==> src/rtl/core/asrt_pkg.sv <==
// Shared types, constants and helpers of the aging subnet route table.
package asrt_pkg;

    localparam int TABLE_DEPTH = 16;
    localparam int IDX_W       = $clog2(TABLE_DEPTH);
    localparam int CNT_W       = $clog2(TABLE_DEPTH + 1);
    localparam int AGE_W       = 16;
    localparam logic [AGE_W-1:0] MAX_AGE_RESET = 16'd120;

    typedef enum logic [1:0] {
        OP_ROUTE  = 2'd0,
        OP_PURGE  = 2'd1,
        OP_LOOKUP = 2'd2,
        OP_NONE   = 2'd3
    } t_op;

    typedef struct packed {
        logic [31:0] network;
        logic [5:0]  prefix;
        logic [63:0] owner;
        logic [31:0] stamp;
    } t_entry;

    localparam int ENTRY_W = $bits(t_entry);

    typedef struct packed {
        logic load;
        logic scan;
        logic update;
        logic purge;
        logic reply;
    } t_ctl;

    typedef struct packed {
        logic scan_done;
        logic purge_done;
        logic is_route;
        logic last;
    } t_sts;

    function automatic logic [31:0] prefix_mask(input logic [5:0] plen);
        logic [31:0] m;
        begin
            if (plen == 6'd0) begin
                m = 32'h0000_0000;
            end else if (plen >= 6'd32) begin
                m = 32'hFFFF_FFFF;
            end else begin
                m = ~(32'hFFFF_FFFF >> plen);
            end
            return m;
        end
    endfunction

endpackage

==> src/rtl/core/asrt_ram.sv <==
// Generic single-write, single-read RAM with registered read data.
module asrt_ram #(
    parameter int WIDTH = 8,
    parameter int DEPTH = 16
) (
    input  logic                     i_clk,
    input  logic                     i_we,
    input  logic [$clog2(DEPTH)-1:0] i_waddr,
    input  logic [WIDTH-1:0]         i_wdata,
    input  logic [$clog2(DEPTH)-1:0] i_raddr,
    output logic [WIDTH-1:0]         o_rdata
);

    logic [WIDTH-1:0] r_mem [DEPTH];
    logic [WIDTH-1:0] r_rdata;

    always_ff @(posedge i_clk) begin
        if (i_we) begin
            r_mem[i_waddr] <= i_wdata;
        end
        r_rdata <= r_mem[i_raddr];
    end

    assign o_rdata = r_rdata;

endmodule

==> src/rtl/core/asrt_ctrl.sv <==
// Sequencing state machine of the route table.
module asrt_ctrl (
    input  logic            i_clk,
    input  logic            i_rst_n,
    input  logic            start,
    input  logic [1:0]      i_cmd,
    input  asrt_pkg::t_sts  i_sts,
    output asrt_pkg::t_ctl  o_ctl,
    output logic            busy
);

    typedef enum logic [4:0] {
        ST_IDLE   = 5'b00001,
        ST_SCAN   = 5'b00010,
        ST_UPDATE = 5'b00100,
        ST_PURGE  = 5'b01000,
        ST_REPLY  = 5'b10000
    } t_state;

    t_state r_state;
    t_state n_state;

    always_comb begin
        n_state = r_state;
        o_ctl   = '0;
        unique case (r_state)
            ST_IDLE: begin
                if (start) begin
                    o_ctl.load = 1'b1;
                    unique case (asrt_pkg::t_op'(i_cmd)) inside
                        asrt_pkg::OP_ROUTE, asrt_pkg::OP_LOOKUP: n_state = ST_SCAN;
                        asrt_pkg::OP_PURGE:                      n_state = ST_PURGE;
                        default:                                 n_state = ST_REPLY;
                    endcase
                end
            end
            ST_SCAN: begin
                o_ctl.scan = 1'b1;
                if (i_sts.scan_done) begin
                    n_state = i_sts.is_route ? ST_UPDATE : ST_REPLY;
                end
            end
            ST_UPDATE: begin
                o_ctl.update = 1'b1;
                n_state = i_sts.last ? ST_PURGE : ST_REPLY;
            end
            ST_PURGE: begin
                o_ctl.purge = 1'b1;
                if (i_sts.purge_done) begin
                    n_state = ST_REPLY;
                end
            end
            ST_REPLY: begin
                o_ctl.reply = 1'b1;
                n_state = ST_IDLE;
            end
            default: begin
                n_state = ST_IDLE;
            end
        endcase
    end

    always_ff @(posedge i_clk) begin
        if (!i_rst_n) begin
            r_state <= ST_IDLE;
        end else begin
            r_state <= n_state;
        end
    end

    assign busy = (r_state != ST_IDLE);

endmodule

==> src/rtl/core/asrt_dp.sv <==
// Datapath of the route table: entry RAM, scan and compaction pointers, result.
module asrt_dp (
    input  logic                         i_clk,
    input  logic                         i_rst_n,
    input  asrt_pkg::t_ctl               i_ctl,
    output asrt_pkg::t_sts               o_sts,
    input  logic                         i_cfg_we,
    input  logic [asrt_pkg::AGE_W-1:0]   i_cfg_data,
    input  logic [1:0]                   i_cmd,
    input  logic [31:0]                  i_subnet_network,
    input  logic [5:0]                   i_subnet_prefix,
    input  logic [63:0]                  i_owner_id,
    input  logic                         i_batch_end,
    input  logic [31:0]                  i_now_seconds,
    input  logic [31:0]                  i_query_address,
    output logic                         o_done,
    output logic                         o_found,
    output logic [63:0]                  o_found_owner,
    output logic                         o_dropped,
    output logic [asrt_pkg::CNT_W-1:0]   o_entry_count
);

    localparam logic [asrt_pkg::CNT_W-1:0] FULL = asrt_pkg::CNT_W'(asrt_pkg::TABLE_DEPTH);

    logic [asrt_pkg::AGE_W-1:0] r_max_age;
    asrt_pkg::t_op              r_cmd;
    logic [31:0]                r_net;
    logic [5:0]                 r_plen;
    logic [63:0]                r_owner;
    logic                       r_last;
    logic [31:0]                r_now;
    logic [31:0]                r_addr;

    logic [asrt_pkg::CNT_W-1:0] r_count;
    logic [asrt_pkg::CNT_W-1:0] r_rd_idx;
    logic [asrt_pkg::CNT_W-1:0] n_rd_idx;
    logic [asrt_pkg::CNT_W-1:0] r_wr_ptr;
    logic [asrt_pkg::CNT_W-1:0] n_wr_ptr;
    logic                       r_chk_vld;
    logic                       n_chk_vld;
    logic [asrt_pkg::IDX_W-1:0] r_chk_idx;
    logic                       r_hit;
    logic [asrt_pkg::IDX_W-1:0] r_hit_idx;
    logic [63:0]                r_hit_owner;
    logic                       r_dropped;

    logic                       rd_en;
    logic                       step;
    logic                       route_eq;
    logic                       look_eq;
    logic                       match_now;
    logic                       keep;
    logic [31:0]                age;
    logic                       ram_we;
    logic [asrt_pkg::IDX_W-1:0] ram_waddr;
    asrt_pkg::t_entry           ram_wdata;
    asrt_pkg::t_entry           rdata;
    asrt_pkg::t_entry           new_entry;

    asrt_ram #(
        .WIDTH (asrt_pkg::ENTRY_W),
        .DEPTH (asrt_pkg::TABLE_DEPTH)
    ) u_table (
        .i_clk   (i_clk),
        .i_we    (ram_we),
        .i_waddr (ram_waddr),
        .i_wdata (ram_wdata),
        .i_raddr (r_rd_idx[asrt_pkg::IDX_W-1:0]),
        .o_rdata (rdata)
    );

    assign step  = i_ctl.scan | i_ctl.purge;
    assign rd_en = step && (r_rd_idx < r_count);

    assign route_eq  = (rdata.network == r_net) && (rdata.prefix == r_plen)
                    && (rdata.owner == r_owner);
    assign look_eq   = ((r_addr & asrt_pkg::prefix_mask(rdata.prefix)) == rdata.network);
    assign match_now = r_chk_vld && ((r_cmd == asrt_pkg::OP_ROUTE) ? route_eq : look_eq);

    assign age  = r_now - rdata.stamp;
    assign keep = (age <= {16'd0, r_max_age});

    assign o_sts.scan_done  = match_now || (!r_chk_vld && (r_rd_idx >= r_count));
    assign o_sts.purge_done = !r_chk_vld && (r_rd_idx >= r_count);
    assign o_sts.is_route   = (r_cmd == asrt_pkg::OP_ROUTE);
    assign o_sts.last       = r_last;

    assign new_entry = '{network: r_net, prefix: r_plen, owner: r_owner, stamp: r_now};

    always_comb begin
        n_rd_idx  = '0;
        n_wr_ptr  = '0;
        n_chk_vld = 1'b0;
        if (step) begin
            n_rd_idx  = rd_en ? r_rd_idx + 1'b1 : r_rd_idx;
            n_chk_vld = rd_en;
        end
        if (i_ctl.purge) begin
            n_wr_ptr = (r_chk_vld && keep) ? r_wr_ptr + 1'b1 : r_wr_ptr;
        end
    end

    always_comb begin
        ram_we    = 1'b0;
        ram_waddr = r_wr_ptr[asrt_pkg::IDX_W-1:0];
        ram_wdata = rdata;
        if (i_ctl.update) begin
            ram_wdata = new_entry;
            if (r_hit) begin
                ram_we    = 1'b1;
                ram_waddr = r_hit_idx;
            end else if (r_count < FULL) begin
                ram_we    = 1'b1;
                ram_waddr = r_count[asrt_pkg::IDX_W-1:0];
            end
        end else if (i_ctl.purge) begin
            ram_we = r_chk_vld && keep;
        end
    end

    always_ff @(posedge i_clk) begin
        if (!i_rst_n) begin
            r_max_age <= asrt_pkg::MAX_AGE_RESET;
            r_count   <= '0;
            r_rd_idx  <= '0;
            r_wr_ptr  <= '0;
            r_chk_vld <= 1'b0;
            r_hit     <= 1'b0;
            r_dropped <= 1'b0;
            o_done    <= 1'b0;
        end else begin
            if (i_cfg_we) begin
                r_max_age <= i_cfg_data;
            end
            r_rd_idx  <= n_rd_idx;
            r_wr_ptr  <= n_wr_ptr;
            r_chk_vld <= n_chk_vld;
            o_done    <= i_ctl.reply;
            if (i_ctl.load) begin
                r_hit     <= 1'b0;
                r_dropped <= 1'b0;
            end
            if (i_ctl.scan && match_now) begin
                r_hit <= 1'b1;
            end
            if (i_ctl.update) begin
                if (!r_hit) begin
                    if (r_count < FULL) begin
                        r_count <= r_count + 1'b1;
                    end else begin
                        r_dropped <= 1'b1;
                    end
                end
            end
            if (i_ctl.purge && o_sts.purge_done) begin
                r_count <= r_wr_ptr;
            end
        end
    end

    always_ff @(posedge i_clk) begin
        if (i_ctl.load) begin
            r_cmd   <= asrt_pkg::t_op'(i_cmd);
            r_net   <= i_subnet_network;
            r_plen  <= i_subnet_prefix;
            r_owner <= i_owner_id;
            r_last  <= i_batch_end;
            r_now   <= i_now_seconds;
            r_addr  <= i_query_address;
        end
        if (rd_en) begin
            r_chk_idx <= r_rd_idx[asrt_pkg::IDX_W-1:0];
        end
        if (i_ctl.scan && match_now) begin
            r_hit_idx   <= r_chk_idx;
            r_hit_owner <= rdata.owner;
        end
        if (i_ctl.reply) begin
            o_found       <= r_hit && (r_cmd == asrt_pkg::OP_LOOKUP);
            o_found_owner <= (r_hit && (r_cmd == asrt_pkg::OP_LOOKUP)) ? r_hit_owner : 64'd0;
            o_dropped     <= r_dropped;
            o_entry_count <= r_count;
        end
    end

endmodule

==> src/rtl/core/aging_subnet_route_table.sv <==
// Top level of the aging subnet route table.
//
// An item is taken when start is high and busy is low; its one result beat
// appears on the o_ ports for a single cycle with o_done high and cannot be
// held off. busy stays high from the accept edge until the result beat is
// shown, and the next item may start in that beat cycle. Entries are read one
// per cycle out of the entry RAM (registered read); a scan stops at the first
// matching entry or after the last entry. A lookup is busy for its scan plus a
// reply state, a route item for its scan plus an update and a reply state, and
// an unused command for the reply state alone. A purge item is busy for a
// purge pass plus a reply state, and a route item that ends a batch adds the
// pass after its update. The worst case is a batch-ending route item that
// misses in a full table. busy falls in the cycle the result beat is shown.
module aging_subnet_route_table (
    input  logic                        i_clk,
    input  logic                        i_rst_n,
    input  logic                        start,
    output logic                        busy,
    input  logic                        i_cfg_we,
    input  logic [asrt_pkg::AGE_W-1:0]  i_cfg_data,
    input  logic [1:0]                  i_cmd,
    input  logic [31:0]                 i_subnet_network,
    input  logic [5:0]                  i_subnet_prefix,
    input  logic [63:0]                 i_owner_id,
    input  logic                        i_batch_end,
    input  logic [31:0]                 i_now_seconds,
    input  logic [31:0]                 i_query_address,
    output logic                        o_done,
    output logic                        o_found,
    output logic [63:0]                 o_found_owner,
    output logic                        o_dropped,
    output logic [asrt_pkg::CNT_W-1:0]  o_entry_count
);

    asrt_pkg::t_ctl ctl;
    asrt_pkg::t_sts sts;

    asrt_ctrl u_ctrl (
        .i_clk   (i_clk),
        .i_rst_n (i_rst_n),
        .start   (start),
        .i_cmd   (i_cmd),
        .i_sts   (sts),
        .o_ctl   (ctl),
        .busy    (busy)
    );

    asrt_dp u_dp (
        .i_clk            (i_clk),
        .i_rst_n          (i_rst_n),
        .i_ctl            (ctl),
        .o_sts            (sts),
        .i_cfg_we         (i_cfg_we),
        .i_cfg_data       (i_cfg_data),
        .i_cmd            (i_cmd),
        .i_subnet_network (i_subnet_network),
        .i_subnet_prefix  (i_subnet_prefix),
        .i_owner_id       (i_owner_id),
        .i_batch_end      (i_batch_end),
        .i_now_seconds    (i_now_seconds),
        .i_query_address  (i_query_address),
        .o_done           (o_done),
        .o_found          (o_found),
        .o_found_owner    (o_found_owner),
        .o_dropped        (o_dropped),
        .o_entry_count    (o_entry_count)
    );

    a_accept_busy: assert property (@(posedge i_clk) disable iff (!i_rst_n)
        (start && !busy) |=> busy)
        else $error("accepted item did not raise busy");

    a_done_idle: assert property (@(posedge i_clk) disable iff (!i_rst_n)
        o_done |-> !busy)
        else $error("result beat shown while busy");

    a_count_range: assert property (@(posedge i_clk) disable iff (!i_rst_n)
        o_done |-> (o_entry_count <= asrt_pkg::CNT_W'(asrt_pkg::TABLE_DEPTH)))
        else $error("entry count beyond table depth");

    a_owner_zero: assert property (@(posedge i_clk) disable iff (!i_rst_n)
        (o_done && !o_found) |-> (o_found_owner == 64'd0))
        else $error("owner nonzero without a match");

    a_one_outcome: assert property (@(posedge i_clk) disable iff (!i_rst_n)
        o_done |-> !(o_found && o_dropped))
        else $error("lookup hit and drop in one beat");

endmodule
==> config.mk <==
export PLATFORM = sky130hd
export DESIGN_NAME = aging_subnet_route_table
export DESIGN_NICKNAME = d
export VERILOG_FILES = /design/src/rtl/core/asrt_pkg.sv /design/src/rtl/core/asrt_ram.sv /design/src/rtl/core/asrt_ctrl.sv /design/src/rtl/core/asrt_dp.sv /design/src/rtl/core/aging_subnet_route_table.sv
export SDC_FILE = /design/constraint.sdc
export NUM_CORES = 2
export LEC_CHECK = 0
export BUFFER_PORTS_ARGS = -buffer_cell sky130_fd_sc_hd__buf_2
export CAP_MARGIN = 20
export CORE_MARGIN = 1.5
export CORE_UTILIZATION = 30
export DETAILED_ROUTE_END_ITERATION = 12
export PLACE_DENSITY = 0.5
export SLEW_MARGIN = 20
export SYNTH_ARGS = -nofsm -noshare
export SYNTH_HDL_FRONTEND = slang
export SYNTH_HIERARCHICAL = 1
export SYNTH_SLANG_ARGS = --single-unit
==> constraint.sdc <==
create_clock -name i_clk -period 45.4 [get_ports i_clk]
set_input_delay 6.81 -clock i_clk [delete_from_list [all_inputs] [get_ports i_clk]]
set_output_delay 6.81 -clock i_clk [all_outputs]
set_load 0.005 [all_outputs]
* After elaboration in Yosys (flattened, before gate mapping) *
Memories as Yosys holds them, arrays and structs flattened. A register that Yosys moved wholly into a read port is not among the register bits.
Index checks and enable logic that the tools add are counted.

operators by class
  bitwise gates (word level) = 3
  $add $sub $neg = 4
  order comparisons = 5
  reduce and logical (&&, ||, !) cells = 22
  mux-type cells = 36
  equal/unequal tests = 17
  shift operators = 1

operators by type and width
  operator                 count
  $mux W134                1
  $eq A32 B32 Y1           2
  $eq A64 B64 Y1           1
  $mux W32                 2
  $mux W5                  9
  $and A32 B32 Y32         1
  $le A32 B16 Y1           1
  $not A32 Y32             1
  $shr A32 B6 Y32 const A  1
  $sub A32 B32 Y32         1
  $pmux W5 S4              1
  $mux W1                  19
  $add A5 B1 Y5 const B    3
  $mux W4                  3
  $pmux W5 S2              1
  $logic_and A1 B1 Y1      9
  $eq A6 B6 Y1             1
  $ge A6 B6 Y1 const B     1
  $logic_not A6 Y1         1
  $ne A2 B2 Y1 const B     3
  $reduce_and A3 Y1        2
  $reduce_bool A2 Y1       3
  $eq A5 B1 Y1 const B     1
  $eq A5 B2 Y1 const B     1
  other kinds (16)         19

word-level totals
  memories kept = 1
  bits in writable memories = 2144
  input port bits = 189
  register bits = 352

memory list
  name                words  width  read ports  clocked after Yosys merged registers in  write ports  RTL line        RTL
  u_dp.u_table.r_mem  16     134    1           1                                        1            asrt_ram.sv:14  logic [WIDTH-1:0] r_mem [DEPTH];

* Depth between registers and ports, before layout *
  depth in word-level cells = 11
  mapped depth = 22
  mapped depth without buffers = 22

* Modules after synthesis *
Netlist, hierarchy kept.

modules (own cells, without submodules)
  module     sequential area each (um2)  instances  area an instance (um2)  cells an instance
  asrt_ram   67064.3                     1          83286.1                 3512
  asrt_dp    10069.7                     1          17431.7                 1414
  asrt_ctrl  100.1                       1          352.8                   43

* Least setup slack after synthesis *
Ideal clock, no wire load.

  path kind = register to register
  start point = register u_dp.r_now[0]
  end point = memory u_dp/u_table/r_mem[0][0] (netlist bit) (enable)
  data required time = 44608 ps
  cell stages (with the launch flop) = 22
  path buffers = 0
  arrival = 13500 ps
  library setup time = 792 ps
  path slack = 31109 ps
  clock period less this slack = 14291 ps
  cells stage by stage = edfxtp_1 > inv_1 > ha_1 > fa_1 > nand2b_1 > a21o_1 > a2111oi_4 > nor3_1 > xnor2_1 > ha_1 > a21oi_1 > nand2_1 > a221o_1 > o31a_1 > a31oi_1 > o2111ai_1 > nor4_1 > and3_1 > a31oi_1 > a21oi_1 > or3b_2 > nor3_1

between the ends
  longest elaborated chain between the ends = 7

ends and longest elaborated chain
  item                           RTL line        RTL
  start: declaration             asrt_dp.sv:31   logic [31:0] r_now;
  start signal: assignment       asrt_dp.sv:168  r_now <= i_now_seconds;
  $sub A32 B32 Y32               asrt_dp.sv:80   assign age = r_now - rdata.stamp;
  $le A32 B16 Y1                 asrt_dp.sv:81   assign keep = (age <= {16'd0, r_max_age});
  $logic_and A1 B1 Y1            asrt_dp.sv:117  ram_we = r_chk_vld && keep;
  $mux W1                        asrt_dp.sv:116  end else if (i_ctl.purge) begin
  $mux W1                        asrt_dp.sv:107  if (i_ctl.update) begin
  named net u_dp.ram_we          asrt_dp.sv:54   logic ram_we;
  $mux W1                        asrt_ram.sv:18  if (i_we) begin
  $mux W1 (implied by the code)  asrt_ram.sv:19  r_mem[i_waddr] <= i_wdata;
  end: declaration               asrt_ram.sv:14

The timed path passes the listed nets, and every way through them passes these cells.

* Final worst setup path *
  start point = register u_ctrl.r_state[3]
  end point = output busy

between the ends
  longest elaborated chain between the ends = 1

ends and longest elaborated chain
  item                      RTL line                        RTL
  start: declaration        asrt_ctrl.sv:20                 t_state r_state;
  start signal: assignment  asrt_ctrl.sv:67                 r_state <= n_state;
  $ne A5 B1 Y1              asrt_ctrl.sv:71                 assign busy = (r_state != ST_IDLE);
  end: declaration          aging_subnet_route_table.sv:18  output logic busy,

Every way passes these cells.

==> run_results.csv <==
group,metric,value,unit
setup_path,critPathLaunchType,"register",
run_status,status,"finished, final reports clean",
setup_path,endpoint_kind,"output port",
cts,clk_pin_slew,0.06,ns
floorplanning,ios,262,
logic_synthesis,syn_nets,5214,
cts,clk-insertion-delay-late,0.91,ns
drt,dr.pass1.iters,6,
worst_hold_path,hold_path_class,"reg -> reg",
layout,design_area,0.118,mm2
drt,vias,51064,
logic_synthesis,synth-seq-cells,2630,
logic_synthesis,synth_top_flop_cell,"edfxtp_1",
logic_synthesis,ys_seq_area_frac,0.764,
flow_run,cap_viol_max_count,0,
layout,area_growth_syn_to_layout,16.4,%
cts,numCtsBuffers,294,
floorplanning,fp.coreArea,0.334,mm2
timing,tightest_slew,1.15,ns
cts,h-tree-depth,5,
floorplanning,dieWidth,583,um
setup_path,cp.required,38.59,ns
setup_path,reg2reg_slack,36.85,ns
logic_synthesis,synth_edf_count,2456,
grt,grt_max_degree,101,
worst_hold_path,hold_depth,0,
floorplanning,die_y,583,um
setup_path,reg2regPathDepth,24,
layout,drive_gt1_frac,0.275,
cts,cts_resized,0,
worst_hold_path,min_from,"u_dp/r_chk_idx[3]$_DFFE_PP_",
place,place_congestion,0.790,
setup_path,cp_num_buf_inv,1,
timing,period_share,0.191,
logic_synthesis,yosys_warnings,6,
place,dp_slack,36.01,ns
logic_synthesis,synth_common_cells,"2456 x edfxtp_1, 500 x mux4_2, 228 x a22oi_1, 200 x nand2_1, 174 x dfxtp_1",
cts,clockBufferDepth,4,
logic_synthesis,ys_types,86,
setup_path,arrival,1.84,ns
layout,nets,5675,
cts,root_buffer,"clkbuf_16",
setup_path,crit_path_top_delay_cell,"dfxtp_1",
drt,route.detailed.drc,0,
logic_synthesis,netlist_area,0.101,mm2
logic_synthesis,synth_cells,4969,
timing,min_period,8.65,ns
place,dpl_cell_area,0.108,mm2
logic_synthesis,synth_top_area_cell,"edfxtp_1",
setup_path,slowest_delay,0.40,ns
floorplanning,rows,212,
pwr,ir_worst_vdd,0.0305,mV
timing,rsz0062_at_grt,"false",
drt,wirelength,289000,um
grt,track_usage,0.167,
pwr,power_leakage,30.2,nW
timing,drv_slew,0,
grt,overflow,0,
drt,drtIter0Drc,4828,
timing,finalClockSkew,0.0887,ns
setup_path,crit_family,"simple AND/OR/NAND/NOR gates",
logic_synthesis,synthArstFlopShare,0,
grt,grt_pass1_vias,52091,
cts,cts_tree,"done",
cts,clock-sinks,2630,
logic_synthesis,yosysMostFrequentCell,"edfxtp_1",
logic_synthesis,synth_top_area_share,0.730,
drt,vias_per_cell,5.02,
place,dp_hpwl,162000,um
setup_path,r2r-start,"u_dp/r_now[0]$_DFFE_PP_",
timing,fmax,116,MHz
drt,postRouteAntennaNets,0,
pwr,power_density,43.0,mW/mm2
place,io_buffers,261,
floorplanning,dieArea,0.340,mm2
cts,cts_setup_buffers,0,
worst_hold_path,holdPathEnd,"u_dp/r_hit_idx[3]$_DFFE_PP_",
setup_path,timing.rr.end,"u_dp/u_table/r_mem[14][127]$_DFFE_PP_",
timing,setup_viol_count_final,0,
logic_synthesis,synth_area_leaders,"edfxtp_1 73%, mux4_2 11%, dfxtp_1 3.4%",
timing,hold_ws,0.418,ns
grt,grt_first_pass_wirelength,405000,um
timing,maxSlewHeadroom,0.234,
timing,setup_tns,0,ns
timing,hold_violations,0,
timing,setup_ws,36.75,ns
setup_path,crit_fanout,10,
floorplanning,start_util,0.302,
grt,antenna_found_initial,17,
setup_path,path_cells,"nor3_1 > nand2_1 > buf_2",
drt,wl_per_cell,28.4,um
setup_path,path_class,"reg -> out",
cts,cts_hold_buf,0,
logic_synthesis,syn_area_per_cell,20.3,um2
## cells by family after synthesis
kind of cell    synth area share
flops                      0.764
mux                        0.134
simple gates              0.0289
compound gates            0.0379
buf+inv                   0.0152
xor+xnor                  0.0133
fa+ha+maj                0.00701
## area by class of cell
class	count	area [um2]
sequential	2630	77200
antenna	8	20.0
clock buffer	406	8170
fill	31133	217000
tap	4494	5620
inverter	70	263
multi-input combinational	2026	22500
timing repair buffer	408	2530
clock inverter	127	1260
## cell usage in the layout, fill, tap and decap left out, types with 17 or more instances in the layout
master	count
buf_2	261
inv_1	69
o21ai_0	83
nor2b_1	48
dfxtp_1	170
a22oi_1	228
o221ai_1	22
a21oi_1	49
edfxtp_1	2456
buf_4	137
nand3_1	20
bufinv_16	17
mux4_2	500
xnor2_1	66
clkbuf_8	33
nand2_1	200
clkbuf_16	297
o21ai_1	17
clkinv_1	34
clkinv_2	40
ha_1	55
nor4_1	22
nand2b_1	26
nand4_1	35
nor2_1	68
clkbuf_1	76
and2_1	73
mux2_2	165
mux2i_1	37
xor2_1	85
## sequential cells by signal, indices dropped and copies added (netlist names), 6 cells and up
name                  cells
u_dp/r_now               32
u_dp/r_plen               6
u_dp/r_max_age           16
u_dp/o_found_owner       64
u_dp/r_net               32
u_dp/r_owner             64
u_dp/u_table/o_rdata    134
u_dp/r_hit_owner         64
u_dp/u_table/r_mem     2144
u_dp/r_addr              32
## through the flow
step,total power [mW],std cells,utilization
final,5.06,10169,0.352
after CTS,5.12,10161,0.352
after detailed placement,2.78,9628,0.323
after global routing,5.21,10162,0.352
after floorplan,2.73,4969,-
after global placement,2.78,9627,0.323
## where the power goes
part	switching [mW]	internal [mW]	leakage, nW	total, mW
clock network	0.974	1.36	4.61	2.34
registers	0.0187	2.63	18.4	2.65
logic	0.0494	0.0265	7.18	0.0759
## layer usage
layer,GRT usage,part of all wire,vias up
li1,-,-,21316
met1,0.245,0.46,27841
met2,0.266,0.47,1606
met3,0.0218,0.056,301
met4,0.0338,0.017,0
met5,0,0,-
## worst max path at each step
stage	to	slack (ns)	from	cells past startpoint
6_report	busy	36.75	u_ctrl/r_state[3]$_SDFFE_PN0P_	3
5_1_grt	u_dp/u_table/r_mem[14][107]$_DFFE_PP_	36.22	u_dp/r_now[0]$_DFFE_PP_	24
4_1_cts	busy	36.70	u_ctrl/r_state[3]$_SDFFE_PN0P_	3
3_3_place_gp	u_dp/r_owner[49]$_DFFE_PP_	36.10	start	4
3_5_place_dp	u_dp/r_owner[46]$_DFFE_PP_	36.01	start	4
2_1_floorplan	u_dp/u_table/r_mem[0][0]$_DFFE_PP_	31.11	u_dp/r_now[0]$_DFFE_PP_	21
Note: power is estimated with default switching activity, not from simulation.
